==> config.mk <==
export PLATFORM = sky130hd
export DESIGN_NAME = animation_frame_sequencer
export DESIGN_NICKNAME = d
export VERILOG_FILES = /design/src/rtl/afs_pkg.sv /design/src/rtl/animation_frame_sequencer.sv
export SDC_FILE = /design/constraint.sdc
export NUM_CORES = 2
export LEC_CHECK = 0
export ABC_AREA = 1
export BUFFER_PORTS_ARGS = -buffer_cell sky130_fd_sc_hd__buf_2
export CAP_MARGIN = 10
export CORE_ASPECT_RATIO = 0.5
export CORE_MARGIN = 2
export CORE_UTILIZATION = 31
export CTS_CLUSTER_DIAMETER = 150
export CTS_CLUSTER_SIZE = 8
export DETAILED_ROUTE_END_ITERATION = 8
export HOLD_SLACK_MARGIN = 0.05
export PLACE_DENSITY = 0.57
export RECOVER_POWER = 25
export SYNTH_ARGS = -nofsm -noshare
export SYNTH_HDL_FRONTEND = slang
export SYNTH_SLANG_ARGS = --single-unit
==> constraint.sdc <==
create_clock -name clk -period 14.3 [get_ports clk]
set_clock_uncertainty 0.05 [all_clocks]
set_input_delay 1.43 -clock clk [delete_from_list [all_inputs] [get_ports clk]]
set_output_delay 1.43 -clock clk [all_outputs]
set_load 0.005 [all_outputs]
==> src/rtl/afs_pkg.sv <==
// Shared constants, codes and types for the animation frame sequencer.
package afs_pkg;

  // Width of the integer frame part of the position.
  localparam int FRAME_BITS = 16;
  // Position is unsigned Q(FRAME_BITS).16.
  localparam int POS_W      = FRAME_BITS + 16;
  // Signed working width for the position arithmetic: holds the sum of a
  // position, a step and a range length, with room for the sign.
  localparam int CALC_W     = POS_W + 2;

  localparam int SPEED_W    = 16;
  localparam int CFG_IDX_W  = 3;
  localparam int CFG_DATA_W = 16;

  localparam logic signed [SPEED_W-1:0] SPEED_RESET = 16'sd6144;
  localparam logic signed [SPEED_W-1:0] SPEED_MIN   = -16'sd32768;
  localparam logic signed [SPEED_W-1:0] SPEED_MAX   = 16'sd32767;

  // Command codes carried on the mode field.
  typedef enum logic [2:0] {
    MODE_TICK   = 3'd0,
    MODE_START  = 3'd1,
    MODE_STOP   = 3'd2,
    MODE_PAUSE  = 3'd3,
    MODE_RESUME = 3'd4
  } mode_t;

  // Configuration register indexes.
  typedef enum logic [CFG_IDX_W-1:0] {
    REG_START_FRAME   = 3'd0,
    REG_END_FRAME     = 3'd1,
    REG_INITIAL_SPEED = 3'd2,
    REG_PLAY_FLAGS    = 3'd3,
    REG_EVENT_ENABLE  = 3'd4
  } cfg_reg_t;

  // Bit positions in play_flags.
  localparam int FLAG_LOOP     = 0;
  localparam int FLAG_PINGPONG = 1;

endpackage

==> src/rtl/animation_frame_sequencer.sv <==
// Animation frame sequencer: command-driven frame position playback.
//
// Usage: each input beat on in_* is one command (tick, start, stop, pause,
// resume); every command gives exactly one result beat on out_*. A beat is
// taken when valid is high and stall is low. Configuration registers
// (range, initial speed, play flags, event enable) are written through
// cfg_* (cfg_ready is always high); the user must write them only while
// no command is in flight, which the block does not enforce; the values
// are used live by the next command. Two register stages (command
// register, result register) sit in the path. Throughput: one command
// per cycle while out_stall is low. The tick multiply, the bound compare
// and the wrap/clamp are combinational between those two registers, and
// the playback state is written back when the result register loads, so
// the next command sees it at once.
// Reset (rst_n low, synchronous): position 0, speed 6144 (24 fps Q8.8),
// inactive, not running; registers go to their documented reset values.
// Receiver stall: the result register holds; an empty command register
// still takes one more beat, then in_stall rises until the result drains.
module animation_frame_sequencer (
  input  logic                              clk,
  input  logic                              rst_n,
  // command channel
  input  logic                              in_valid,
  output logic                              in_stall,
  input  logic [2:0]                        in_mode,
  input  logic [15:0]                       in_time_step,
  // result channel
  output logic                              out_valid,
  input  logic                              out_stall,
  output logic [31:0]                       out_frame_position,
  output logic [15:0]                       out_current_frame,
  output logic [15:0]                       out_next_frame,
  output logic                              out_is_active,
  output logic                              out_is_running,
  output logic                              out_frame_changed,
  output logic                              out_started,
  output logic                              out_stopped,
  // configuration write channel
  input  logic                              cfg_valid,
  output logic                              cfg_ready,
  input  logic [afs_pkg::CFG_IDX_W-1:0]     cfg_index,
  input  logic [afs_pkg::CFG_DATA_W-1:0]    cfg_data
);
  import afs_pkg::*;

  // ---------------------------------------------------------------------
  // Configuration registers
  // ---------------------------------------------------------------------
  logic [15:0]                start_frame_r;
  logic [15:0]                end_frame_r;
  logic signed [SPEED_W-1:0]  initial_speed_r;
  logic [1:0]                 play_flags_r;
  logic                       event_enable_r;

  assign cfg_ready = 1'b1;

  always_ff @(posedge clk) begin
    if (!rst_n) begin
      start_frame_r   <= '0;
      end_frame_r     <= '0;
      initial_speed_r <= SPEED_RESET;
      play_flags_r    <= '0;
      event_enable_r  <= 1'b1;
    end else if (cfg_valid && cfg_ready) begin
      unique case (cfg_index)
        REG_START_FRAME:   start_frame_r   <= cfg_data[15:0];
        REG_END_FRAME:     end_frame_r     <= cfg_data[15:0];
        REG_INITIAL_SPEED: initial_speed_r <= $signed(cfg_data[15:0]);
        REG_PLAY_FLAGS:    play_flags_r    <= cfg_data[1:0];
        REG_EVENT_ENABLE:  event_enable_r  <= cfg_data[0];
        default: ;  // writes beyond the list are dropped
      endcase
    end
  end

  // ---------------------------------------------------------------------
  // Handshake: command register -> result register
  // ---------------------------------------------------------------------
  logic        in_valid_r;
  logic [2:0]  in_mode_r;
  logic [15:0] in_time_step_r;
  logic        out_valid_r;

  logic        in_take;   // command beat accepted
  logic        out_adv;   // result register may load
  logic        exec;      // command register executes this cycle

  assign out_adv  = !out_valid_r || !out_stall;
  assign in_stall = in_valid_r && !out_adv;
  assign in_take  = in_valid && !in_stall;
  assign exec     = in_valid_r && out_adv;
  assign out_valid = out_valid_r;

  // ---------------------------------------------------------------------
  // Playback state
  // ---------------------------------------------------------------------
  logic [POS_W-1:0]          pos_r,     pos_nxt;
  logic signed [SPEED_W-1:0] speed_r,   speed_nxt;
  logic                      active_r,  active_nxt;
  logic                      running_r, running_nxt;
  logic                      bounced_r, bounced_nxt;
  logic                      started_nxt, stopped_nxt;

  // range bounds, masked to the frame width
  logic [FRAME_BITS-1:0] s_f, e_f, lo_f, hi_f;
  logic                  same_bounds;
  logic                  is_loop, is_pong;

  assign s_f         = FRAME_BITS'(start_frame_r);
  assign e_f         = FRAME_BITS'(end_frame_r);
  assign lo_f        = (e_f > s_f) ? s_f : e_f;
  assign hi_f        = (e_f > s_f) ? e_f : s_f;
  assign same_bounds = (s_f == e_f);
  assign is_loop     = play_flags_r[FLAG_LOOP];
  assign is_pong     = play_flags_r[FLAG_PINGPONG];

  // tick step: (|speed| * time_step) >> 8
  logic [SPEED_W-1:0] speed_mag;
  logic [31:0]        step_prod;
  logic [23:0]        step;

  assign speed_mag = speed_r[SPEED_W-1] ? (~speed_r + 16'd1) : speed_r;
  assign step_prod = 32'(speed_mag) * 32'(in_time_step_r);
  assign step      = step_prod[31:8];

  logic signed [CALC_W-1:0] pos_s, step_s, plo_s, phi_s, p_inc, p_dec, p_sel;
  logic                     hit_hi, hit_lo;
  logic                     tick_ok;

  assign pos_s  = $signed(CALC_W'(pos_r));
  assign step_s = $signed(CALC_W'(step));
  assign plo_s  = $signed(CALC_W'({lo_f, 16'h0000}));
  assign phi_s  = $signed(CALC_W'({hi_f, 16'h0000}));
  assign p_inc  = pos_s + step_s;
  assign p_dec  = pos_s - step_s;
  assign hit_hi = (p_inc >= phi_s);
  assign hit_lo = (p_dec <= plo_s);
  assign tick_ok = running_r && !same_bounds && (speed_r != '0);

  // speed reversal saturates the most negative value
  logic signed [SPEED_W-1:0] speed_neg;
  assign speed_neg = (speed_r == SPEED_MIN) ? SPEED_MAX : -speed_r;

  always_comb begin
    pos_nxt     = pos_r;
    speed_nxt   = speed_r;
    active_nxt  = active_r;
    running_nxt = running_r;
    bounced_nxt = bounced_r;
    started_nxt = 1'b0;
    stopped_nxt = 1'b0;
    p_sel       = pos_s;

    case (in_mode_r)
      MODE_TICK: begin
        if (tick_ok) begin
          if (!speed_r[SPEED_W-1]) begin
            p_sel = p_inc;
          end else begin
            p_sel = p_dec;
          end
          if ((!speed_r[SPEED_W-1] && hit_hi) || (speed_r[SPEED_W-1] && hit_lo)) begin
            if (is_pong) begin
              p_sel = speed_r[SPEED_W-1] ? plo_s : phi_s;
              if (is_loop || !bounced_r) begin
                speed_nxt   = speed_neg;
                bounced_nxt = 1'b1;
              end else if (active_r) begin
                active_nxt  = 1'b0;
                running_nxt = 1'b0;
                stopped_nxt = 1'b1;
              end
            end else if (is_loop) begin
              // single wrap by the range length
              p_sel = speed_r[SPEED_W-1] ? (p_dec + (phi_s - plo_s))
                                         : (p_inc - (phi_s - plo_s));
            end else begin
              p_sel = speed_r[SPEED_W-1] ? plo_s : phi_s;
              if (active_r) begin
                active_nxt  = 1'b0;
                running_nxt = 1'b0;
                stopped_nxt = 1'b1;
              end
            end
          end
          // saturate to 0 .. 2^POS_W-1
          if (p_sel[CALC_W-1]) begin
            pos_nxt = '0;
          end else if (p_sel[POS_W]) begin
            pos_nxt = '1;
          end else begin
            pos_nxt = p_sel[POS_W-1:0];
          end
        end
      end
      MODE_START: begin
        active_nxt  = 1'b1;
        running_nxt = 1'b1;
        speed_nxt   = initial_speed_r;
        bounced_nxt = 1'b0;
        pos_nxt     = {s_f, 16'h0000};
        started_nxt = 1'b1;
      end
      MODE_STOP: begin
        if (active_r) begin
          active_nxt  = 1'b0;
          running_nxt = 1'b0;
          stopped_nxt = 1'b1;
        end
      end
      MODE_PAUSE: begin
        running_nxt = 1'b0;
      end
      MODE_RESUME: begin
        if (!same_bounds) begin
          running_nxt = 1'b1;
        end
      end
      default: ;  // unused codes only report status
    endcase
  end

  // ---------------------------------------------------------------------
  // Frame reporting from the updated state
  // ---------------------------------------------------------------------
  logic [FRAME_BITS-1:0] f_int, cur_f, nxt_f;
  logic [FRAME_BITS:0]   f_inc;

  assign f_int = pos_nxt[POS_W-1:16];
  assign f_inc = {1'b0, f_int} + 1'b1;

  always_comb begin
    // current frame: integer part plus one when playing backwards, capped at hi
    if (!speed_nxt[SPEED_W-1]) begin
      cur_f = f_int;
    end else if (f_inc > {1'b0, hi_f}) begin
      cur_f = hi_f;
    end else begin
      cur_f = f_inc[FRAME_BITS-1:0];
    end

    // next frame in the direction of travel
    if (same_bounds) begin
      nxt_f = s_f;
    end else if (!speed_nxt[SPEED_W-1]) begin
      if (f_inc > {1'b0, hi_f}) begin
        if (is_pong) begin
          nxt_f = (is_loop || !bounced_nxt) ? (hi_f - 1'b1) : hi_f;
        end else if (is_loop) begin
          nxt_f = lo_f;
        end else begin
          nxt_f = hi_f;
        end
      end else begin
        nxt_f = f_inc[FRAME_BITS-1:0];
      end
    end else begin
      if (f_int < lo_f) begin
        if (is_pong) begin
          nxt_f = (is_loop || !bounced_nxt) ? (lo_f + 1'b1) : lo_f;
        end else if (is_loop) begin
          nxt_f = hi_f;
        end else begin
          nxt_f = lo_f;
        end
      end else begin
        nxt_f = f_int;
      end
    end
  end

  // ---------------------------------------------------------------------
  // Registers
  // ---------------------------------------------------------------------
  always_ff @(posedge clk) begin
    if (!rst_n) begin
      in_valid_r  <= 1'b0;
      out_valid_r <= 1'b0;
      pos_r       <= '0;
      speed_r     <= SPEED_RESET;
      active_r    <= 1'b0;
      running_r   <= 1'b0;
      bounced_r   <= 1'b0;
    end else begin
      if (in_take) begin
        in_valid_r <= 1'b1;
      end else if (exec) begin
        in_valid_r <= 1'b0;
      end
      if (out_adv) begin
        out_valid_r <= in_valid_r;
      end
      if (exec) begin
        pos_r     <= pos_nxt;
        speed_r   <= speed_nxt;
        active_r  <= active_nxt;
        running_r <= running_nxt;
        bounced_r <= bounced_nxt;
      end
    end
  end

  // command and result payload, no reset needed
  always_ff @(posedge clk) begin
    if (in_take) begin
      in_mode_r      <= in_mode;
      in_time_step_r <= in_time_step;
    end
    if (exec) begin
      out_frame_position <= 32'(pos_nxt);
      out_current_frame  <= 16'(cur_f);
      out_next_frame     <= 16'(nxt_f);
      out_is_active      <= active_nxt;
      out_is_running     <= running_nxt;
      out_frame_changed  <= (pos_nxt != pos_r) && event_enable_r;
      out_started        <= started_nxt;
      out_stopped        <= stopped_nxt;
    end
  end

endmodule
==> Word level (Yosys, flattened, before mapping) <==
Cells that the tools add are included.
{ "word_totals": {"register_bits": 192, "inputBits": 43, "output_inout_bits": 72, "elab_cells": 148} }
{ "op_classes": {"reduce_logical": 31, "order_cmp": 5, "n_bitwise": 1, "n_eq_ne": 15, "muxes": 62, "n_addsub": 10, "mul": 1} }
{ "ops": {"columns": ["op", "n"], "rows": [
  ["$mux W16", 20],
  ["$mux W34", 7],
  ["$mux W32", 4],
  ["$pmux W32 S2", 1],
  ["$add A33 B33 Y34", 1],
  ["$sub A34 B33 Y34", 1],
  ["$add A32 B24 Y33", 1],
  ["$ge A33 B32 Y1", 1],
  ["$le A33 B33 Y1", 1],
  ["$sub A32 B24 Y33", 1],
  ["$sub A32 B32 Y33", 1],
  ["$add A16 B1 Y16 const B", 2],
  ["$mul A16 B16 Y32", 1],
  ["$ne A32 B32 Y1", 1],
  ["$pmux W16 S2", 1],
  ["$mux W1", 25],
  ["$add A16 B1 Y17 const B", 1],
  ["$gt A17 B16 Y1", 1],
  ["$eq A16 B16 Y1", 1],
  ["$eq A16 B16 Y1 const B", 1],
  ["$gt A16 B16 Y1", 1],
  ["$lt A16 B16 Y1", 1],
  ["$neg A16 Y16", 1],
  ["$not A16 Y16", 1],
  ["other kinds (16)", 48]
]} }

==> Logic depth before layout (Yosys ltp) <==
{ "logic_depth": {"word_depth": 21, "ltp_mapped": 104, "depth_no_buf": 99} }

==> Least setup slack after synthesis <==
Ideal clock, no wire load.
{ "synth_path": {"path_type": "register to register", "from": "register speed_r[15]", "to": "register out_next_frame[1], data pin", "setup_ps": 252, "t_arrival_ps": 15039, "slack_ps": -1041, "path_stages_with_launch": 98, "path_cell_list": "dfxtp_1 -> buf_2 -> inv_1 -> clkbuf_1 -> buf_2 -> buf_1 -> clkbuf_1 -> buf_1 -> nand2_1 -> o21ai_1 -> clkinv_1 -> nor2_1 -> fa_1 -> inv_1 -> fa_1 -> inv_1 -> ha_1 -> inv_1 -> (+62 left out) -> ha_1 -> inv_1 -> nor3_1 -> o21ai_0 -> o311ai_0 -> nand2_1 -> o311a_1 -> o21ai_0 -> a21oi_1 -> a31o_2 -> clkbuf_1 -> buf_1 -> nand3_1 -> nand2_1 -> nand2_1 -> nand2_1 -> nand2_1 -> nand2_1"} }
{ "synth_between": {"elab_chain_cells": 21} }
{ "synth_rtl": {"columns": ["element", "line_no", "text"], "rows": [
  ["start: declaration", "animation_frame_sequencer.sv:98", "logic signed [SPEED_W-1:0] speed_r, speed_nxt;"],
  ["start signal: assignment", "animation_frame_sequencer.sv:295", "speed_r <= speed_nxt;"],
  ["$not A16 Y16", "animation_frame_sequencer.sv:122", "assign speed_mag = speed_r[SPEED_W-1] ? (~speed_r + 16'd1) : speed_r;"],
  ["$add A16 B1 Y16", "animation_frame_sequencer.sv:122", null],
  ["$mux W16", "animation_frame_sequencer.sv:122", null],
  ["$mul A16 B16 Y32", "animation_frame_sequencer.sv:123", "assign step_prod = 32'(speed_mag) * 32'(in_time_step_r);"],
  ["$add A32 B24 Y33 or $sub A32 B24 Y33 (tied branches)", "animation_frame_sequencer.sv:134, animation_frame_sequencer.sv:135", null],
  ["$sub A34 B33 Y34 or $add A33 B33 Y34 (tied branches)", "animation_frame_sequencer.sv:176, animation_frame_sequencer.sv:175", null],
  ["$mux W34", "animation_frame_sequencer.sv:175", "p_sel = speed_r[SPEED_W-1] ? (p_dec + (phi_s - plo_s))"],
  ["$mux W34", "animation_frame_sequencer.sv:173", "end else if (is_loop) begin"],
  ["(+7 left out)", null, null],
  ["$pmux W32 S2 (*)", "animation_frame_sequencer.sv:154", "case (in_mode_r)"],
  ["via pos_nxt[16]", "animation_frame_sequencer.sv:97", "logic [POS_W-1:0] pos_r, pos_nxt;"],
  ["$add A16 B1 Y17", "animation_frame_sequencer.sv:230", "assign f_inc = {1'b0, f_int} + 1'b1;"],
  ["$gt A17 B16 Y1", "animation_frame_sequencer.sv:246", "if (f_inc > {1'b0, hi_f}) begin"],
  ["$mux W16", "animation_frame_sequencer.sv:246", null],
  ["$mux W16 (*)", "animation_frame_sequencer.sv:245", "end else if (!speed_nxt[SPEED_W-1]) begin"],
  ["$mux W16 (*)", "animation_frame_sequencer.sv:243", "if (same_bounds) begin"],
  ["via nxt_f[1]", "animation_frame_sequencer.sv:226", "logic [FRAME_BITS-1:0] f_int, cur_f, nxt_f;"],
  ["end signal: assignment", "animation_frame_sequencer.sv:312", "out_next_frame <= 16'(nxt_f);"],
  ["end: declaration", "animation_frame_sequencer.sv:32", "output logic [15:0] out_next_frame,"]
]} }
Mark *: on every way through the listed nets, which the timed path passes. The rest lies on a longest branch. The select of a mux whose other input is x is not followed.
A chain may end at the register's enable or synchronous reset.

==> Worst setup path in the final report <==
{ "layout_path": {"from": "register speed_r[2]", "to": "register out_current_frame[0], data pin"} }
{ "layout_between": {"elab_chain_cells": 20} }
{ "layout_rtl": {"columns": ["element", "line_no", "text"], "rows": [
  ["$not A16 Y16", "animation_frame_sequencer.sv:122", null],
  ["$add A16 B1 Y16", "animation_frame_sequencer.sv:122", null],
  ["$mux W16", "animation_frame_sequencer.sv:122", null],
  ["$mul A16 B16 Y32", "animation_frame_sequencer.sv:123", null],
  ["$add A32 B24 Y33 or $sub A32 B24 Y33 (tied branches)", "animation_frame_sequencer.sv:134, animation_frame_sequencer.sv:135", null],
  ["$sub A34 B33 Y34 or $add A33 B33 Y34 (tied branches)", "animation_frame_sequencer.sv:176, animation_frame_sequencer.sv:175", null],
  ["$mux W34", "animation_frame_sequencer.sv:175", null],
  ["$mux W34", "animation_frame_sequencer.sv:173", null],
  ["(+5 left out)", null, null],
  ["$mux W32", "animation_frame_sequencer.sv:187", "if (p_sel[CALC_W-1]) begin"],
  ["$mux W32", "animation_frame_sequencer.sv:156", "if (tick_ok) begin"],
  ["$pmux W32 S2", "animation_frame_sequencer.sv:154", null],
  ["$add A16 B1 Y17", "animation_frame_sequencer.sv:230", null],
  ["$gt A17 B16 Y1", "animation_frame_sequencer.sv:236", "end else if (f_inc > {1'b0, hi_f}) begin"],
  ["$mux W16", "animation_frame_sequencer.sv:236", null],
  ["$mux W16 (*)", "animation_frame_sequencer.sv:234", "if (!speed_nxt[SPEED_W-1]) begin"],
  ["via cur_f[0]", "animation_frame_sequencer.sv:226", null],
  ["end signal: assignment", "animation_frame_sequencer.sv:311", "out_current_frame <= 16'(cur_f);"],
  ["end: declaration", "animation_frame_sequencer.sv:31", "output logic [15:0] out_current_frame,"]
]} }
Marked as above.

==> impl_metrics.toml <==
[logic_synthesis]
avgSynthCellArea_um2 = 6.88
synth_area_leaders = "fa_1 (14%), nand2_1 (12%), ha_1 (12%)"
yosys-top-cells-count = "nand2_1 (899), inv_1 (681), nor2_1 (338)"
ys_seq_area_share_pct = 16.7
synth_cell_types = 69
yosys_warnings = 0
synth_edf_count = 88
synth_cells = 4119
synth_top_area_cell = "fa_1"
syn_area_mm2 = 0.0283
syn_nets = 4620
yosysMostFrequentCell = "nand2_1"
async_flop_share_pct = 0
synth_seq_cells = 192
synth_ff_type = "dfxtp_1"
synth_top_area_share_pct = 13.8

[drt]
drc = 0
dr.pass1.iters = 7
post_drt_via_cell_ratio = 5.15
ant_nets = 0
routed_wl_mm = 121
vias = 30900
drt_iter0_markers = 3124
wl_per_cell_um = 20.1

[power_and_ir_drop]
power_frac_seq_pct = 9.8
power_frac_comb_pct = 82.2
powerDensity_mw_per_mm2 = 175
swShare_pct = 50.8
p_leak_nw = 18.7
intPower_mw = 3.18
vdd_ir_drop_max_mv = 0.112
p_sw_mw = 3.28
power.clock.fraction_pct = 7.9

[clock_network]
cts_buffers = 17
cts_tree = "done"
cts-htree-levels = 4
root_buffer = "clkbuf_16"
clk_pin_slew_worst_paths_ns = 0.08
cts_hold_buffers = 0
clkSinkCount = 192
insertion_delay_ns = 0.49
clockBufferDepth = 2

[flow_run]
cap_violations = 0

[sta]
worstMarginPinSlew_ns = 1.09
slew_violations = 0
finalSetupViolations = 32
max_freq_mhz = 68.7
fin_crit_sh_pct = 102
rsz0062_at_grt = "true"
min_period_ns = 14.55
maxSlewHeadroom_pct = 27.1
holdWs_ns = 0.448
timing.final.hold_violations = 0
setup_ws_ns = -0.247
fin_tns_setup_ns = -5.01

[worst_setup_path]
slowest_delay_ns = 0.54
worst-setup-path-type = "reg2reg"
critPathLaunchType = "register"
crit_path_end_kind = "register"
critPathSlowestCell = "fa_1"
cp_max_fo = 8
worstPathRequired_ns = 14.62
worst_ep_arrival_time_ns = 14.87
cpMostUsedCell = "nand2_1"

[grt]
grt_max_degree = 80
grt_pass1_vias = 29500
grt.overflow.total = 0
antenna_found_initial = 1
gr-usage-all-layers_pct = 25.0
grt_pass1_wl_mm = 179

[status]
status = "finished with violations"
failed_checks = "setup timing"

[layout]
fill_cells = 9385
syn2layout_area_growth_pct = 30.3
fin_util_pct = 40.8
layoutNonFillerInstCount = 5999
ff_latch_area_mm2 = 0.00473
n_antenna_cell = 0
drive_above_1_share_pct = 24.6
multi_input_area_mm2 = 0.0214
nets = 5287

[place]
portBuffers = 113
gp_congestion = 1.02
placedCellCount = 5898
dp_hpwl_mm = 99.2

[floorplan]
initial_core_util_pct = 31.3
die_area_mm2 = 0.0940
io_pins = 115
die_w_um = 432
die_h_um = 218
core-area_mm2 = 0.0906
fp-row-count = 78

[hold_path]
hp-class = "reg2reg"
[final cells by class]
| cell class | instances | area share (%) |
|---|---|---|
| multi-input cells | 3057 | 57.9 |
| well taps | 1200 | 4.07 |
| clock inverters | 13 | 0.352 |
| repair buffers | 808 | 16.3 |
| flip-flops and latches | 192 | 12.8 |
| clock buffers | 19 | 1.26 |
| inverters | 710 | 7.29 |
[timing repair]
item,CTS,global route
gates cloned,1,1
setup buffers,43,23
endpoints found under the setup margin,32,32
pin swaps,63,105
gates resized for setup,132,152
[sequential cells by signal, indices dropped and copies added (netlist names), 2 cells and up]
| register | count |
|---|---|
| out_frame_position | 32 |
| pos_r | 32 |
| in_mode_r | 3 |
| in_time_step_r | 16 |
| initial_speed_r | 16 |
| play_flags_r | 2 |
| e_f | 16 |
| out_next_frame | 16 |
| s_f | 16 |
| out_current_frame | 16 |
| speed_r | 16 |
[kinds of logic (layout without fill, tap and decap cells)]
| logic type | Yosys count | in the layout | synth area share, % |
|---|---|---|---|
| buffers and inverters | 870 | 1550 | 12.0 |
| xor gates and xnor gates | 121 | 121 | 3.74 |
| muxes | 10 | 10 | 0.353 |
| adders and majority gates | 458 | 458 | 25.4 |
| DFF | 192 | 192 | 16.7 |
| other | 1 | 1 | 0.0132 |
| and+or+nand+nor | 1690 | 1690 | 25.8 |
| AOI/OAI and AO/OA | 777 | 777 | 16.0 |
[final timing paths]
path / startpoint / to / slack (ns) / cells past startpoint
setup / recovery: speed_r[2] / out_current_frame[0] / -0.25 / 92
setup reg to reg: speed_r[2] / out_current_frame[0] / -0.25 / 92
hold / removal: e_f[13] / e_f[13] / 0.45 / 2
hold reg to reg: e_f[13] / e_f[13] / 0.45 / 2
[metal layers]
layer	vias up	wire [um]	track usage, %
met5	-	0	0
met3	174	8460	3.45
met4	0	3200	6.98
met2	1198	54400	40.7
met1	14900	54500	34.7
li1	14700	-	-
[power groups by stage]
stage	clock network, mW	logic [mW]	registers [mW]
finish	0.511	5.31	0.636
global route	0.535	5.81	0.638
CTS	0.515	5.12	0.635
detailed placement	0	4.91	0.647
global placement	0	4.89	0.647
floorplan	0	2.63	0.635
[worst max-delay path: cells and delay by family (launching register included)]
kind                       cells  cell delay (ns)
AOI/OAI and AO/OA             18             2.71
xor gates and xnor gates       3             0.77
and+or+nand+nor               38             4.13
DFF                            1             0.34
adders and majority gates     10             3.79
buffers and inverters         23             2.62
[metrics by stage]
step | instance area (um^2) | total power [mW] | worst slack [ns]
global placement | 34600 | 5.54 | -0.813
floorplan | 28400 | 3.27 | 0.00228
global route | 36900 | 6.98 | -1.08
finish | 36900 | 6.46 | -0.247
detailed placement | 34600 | 5.56 | -1.13
CTS | 36100 | 6.27 | -0.00300
[cell usage in the layout, fill, tap and decap left out, types with 18 or more instances in the layout]
cell type  count
a21oi_1      255
a21oi_2       22
buf_2        108
buf_4        662
buf_6         21
clkbuf_16     19
dfxtp_1      100
edfxtp_1      88
fa_1         196
ha_1         241
ha_4          18
inv_1        655
inv_2         36
nand2_1      858
nand2_2       69
nand3_1      222
nand3_2       35
nand4_1       38
nor2_1       314
nor2_2        18
nor3_1        37
o211ai_1      24
o21ai_0      221
o21ai_1       45
o21ai_2       22
o221ai_1      39
o22ai_1       32
xor2_1        93
Note: power is estimated with default switching activity, not from simulation.
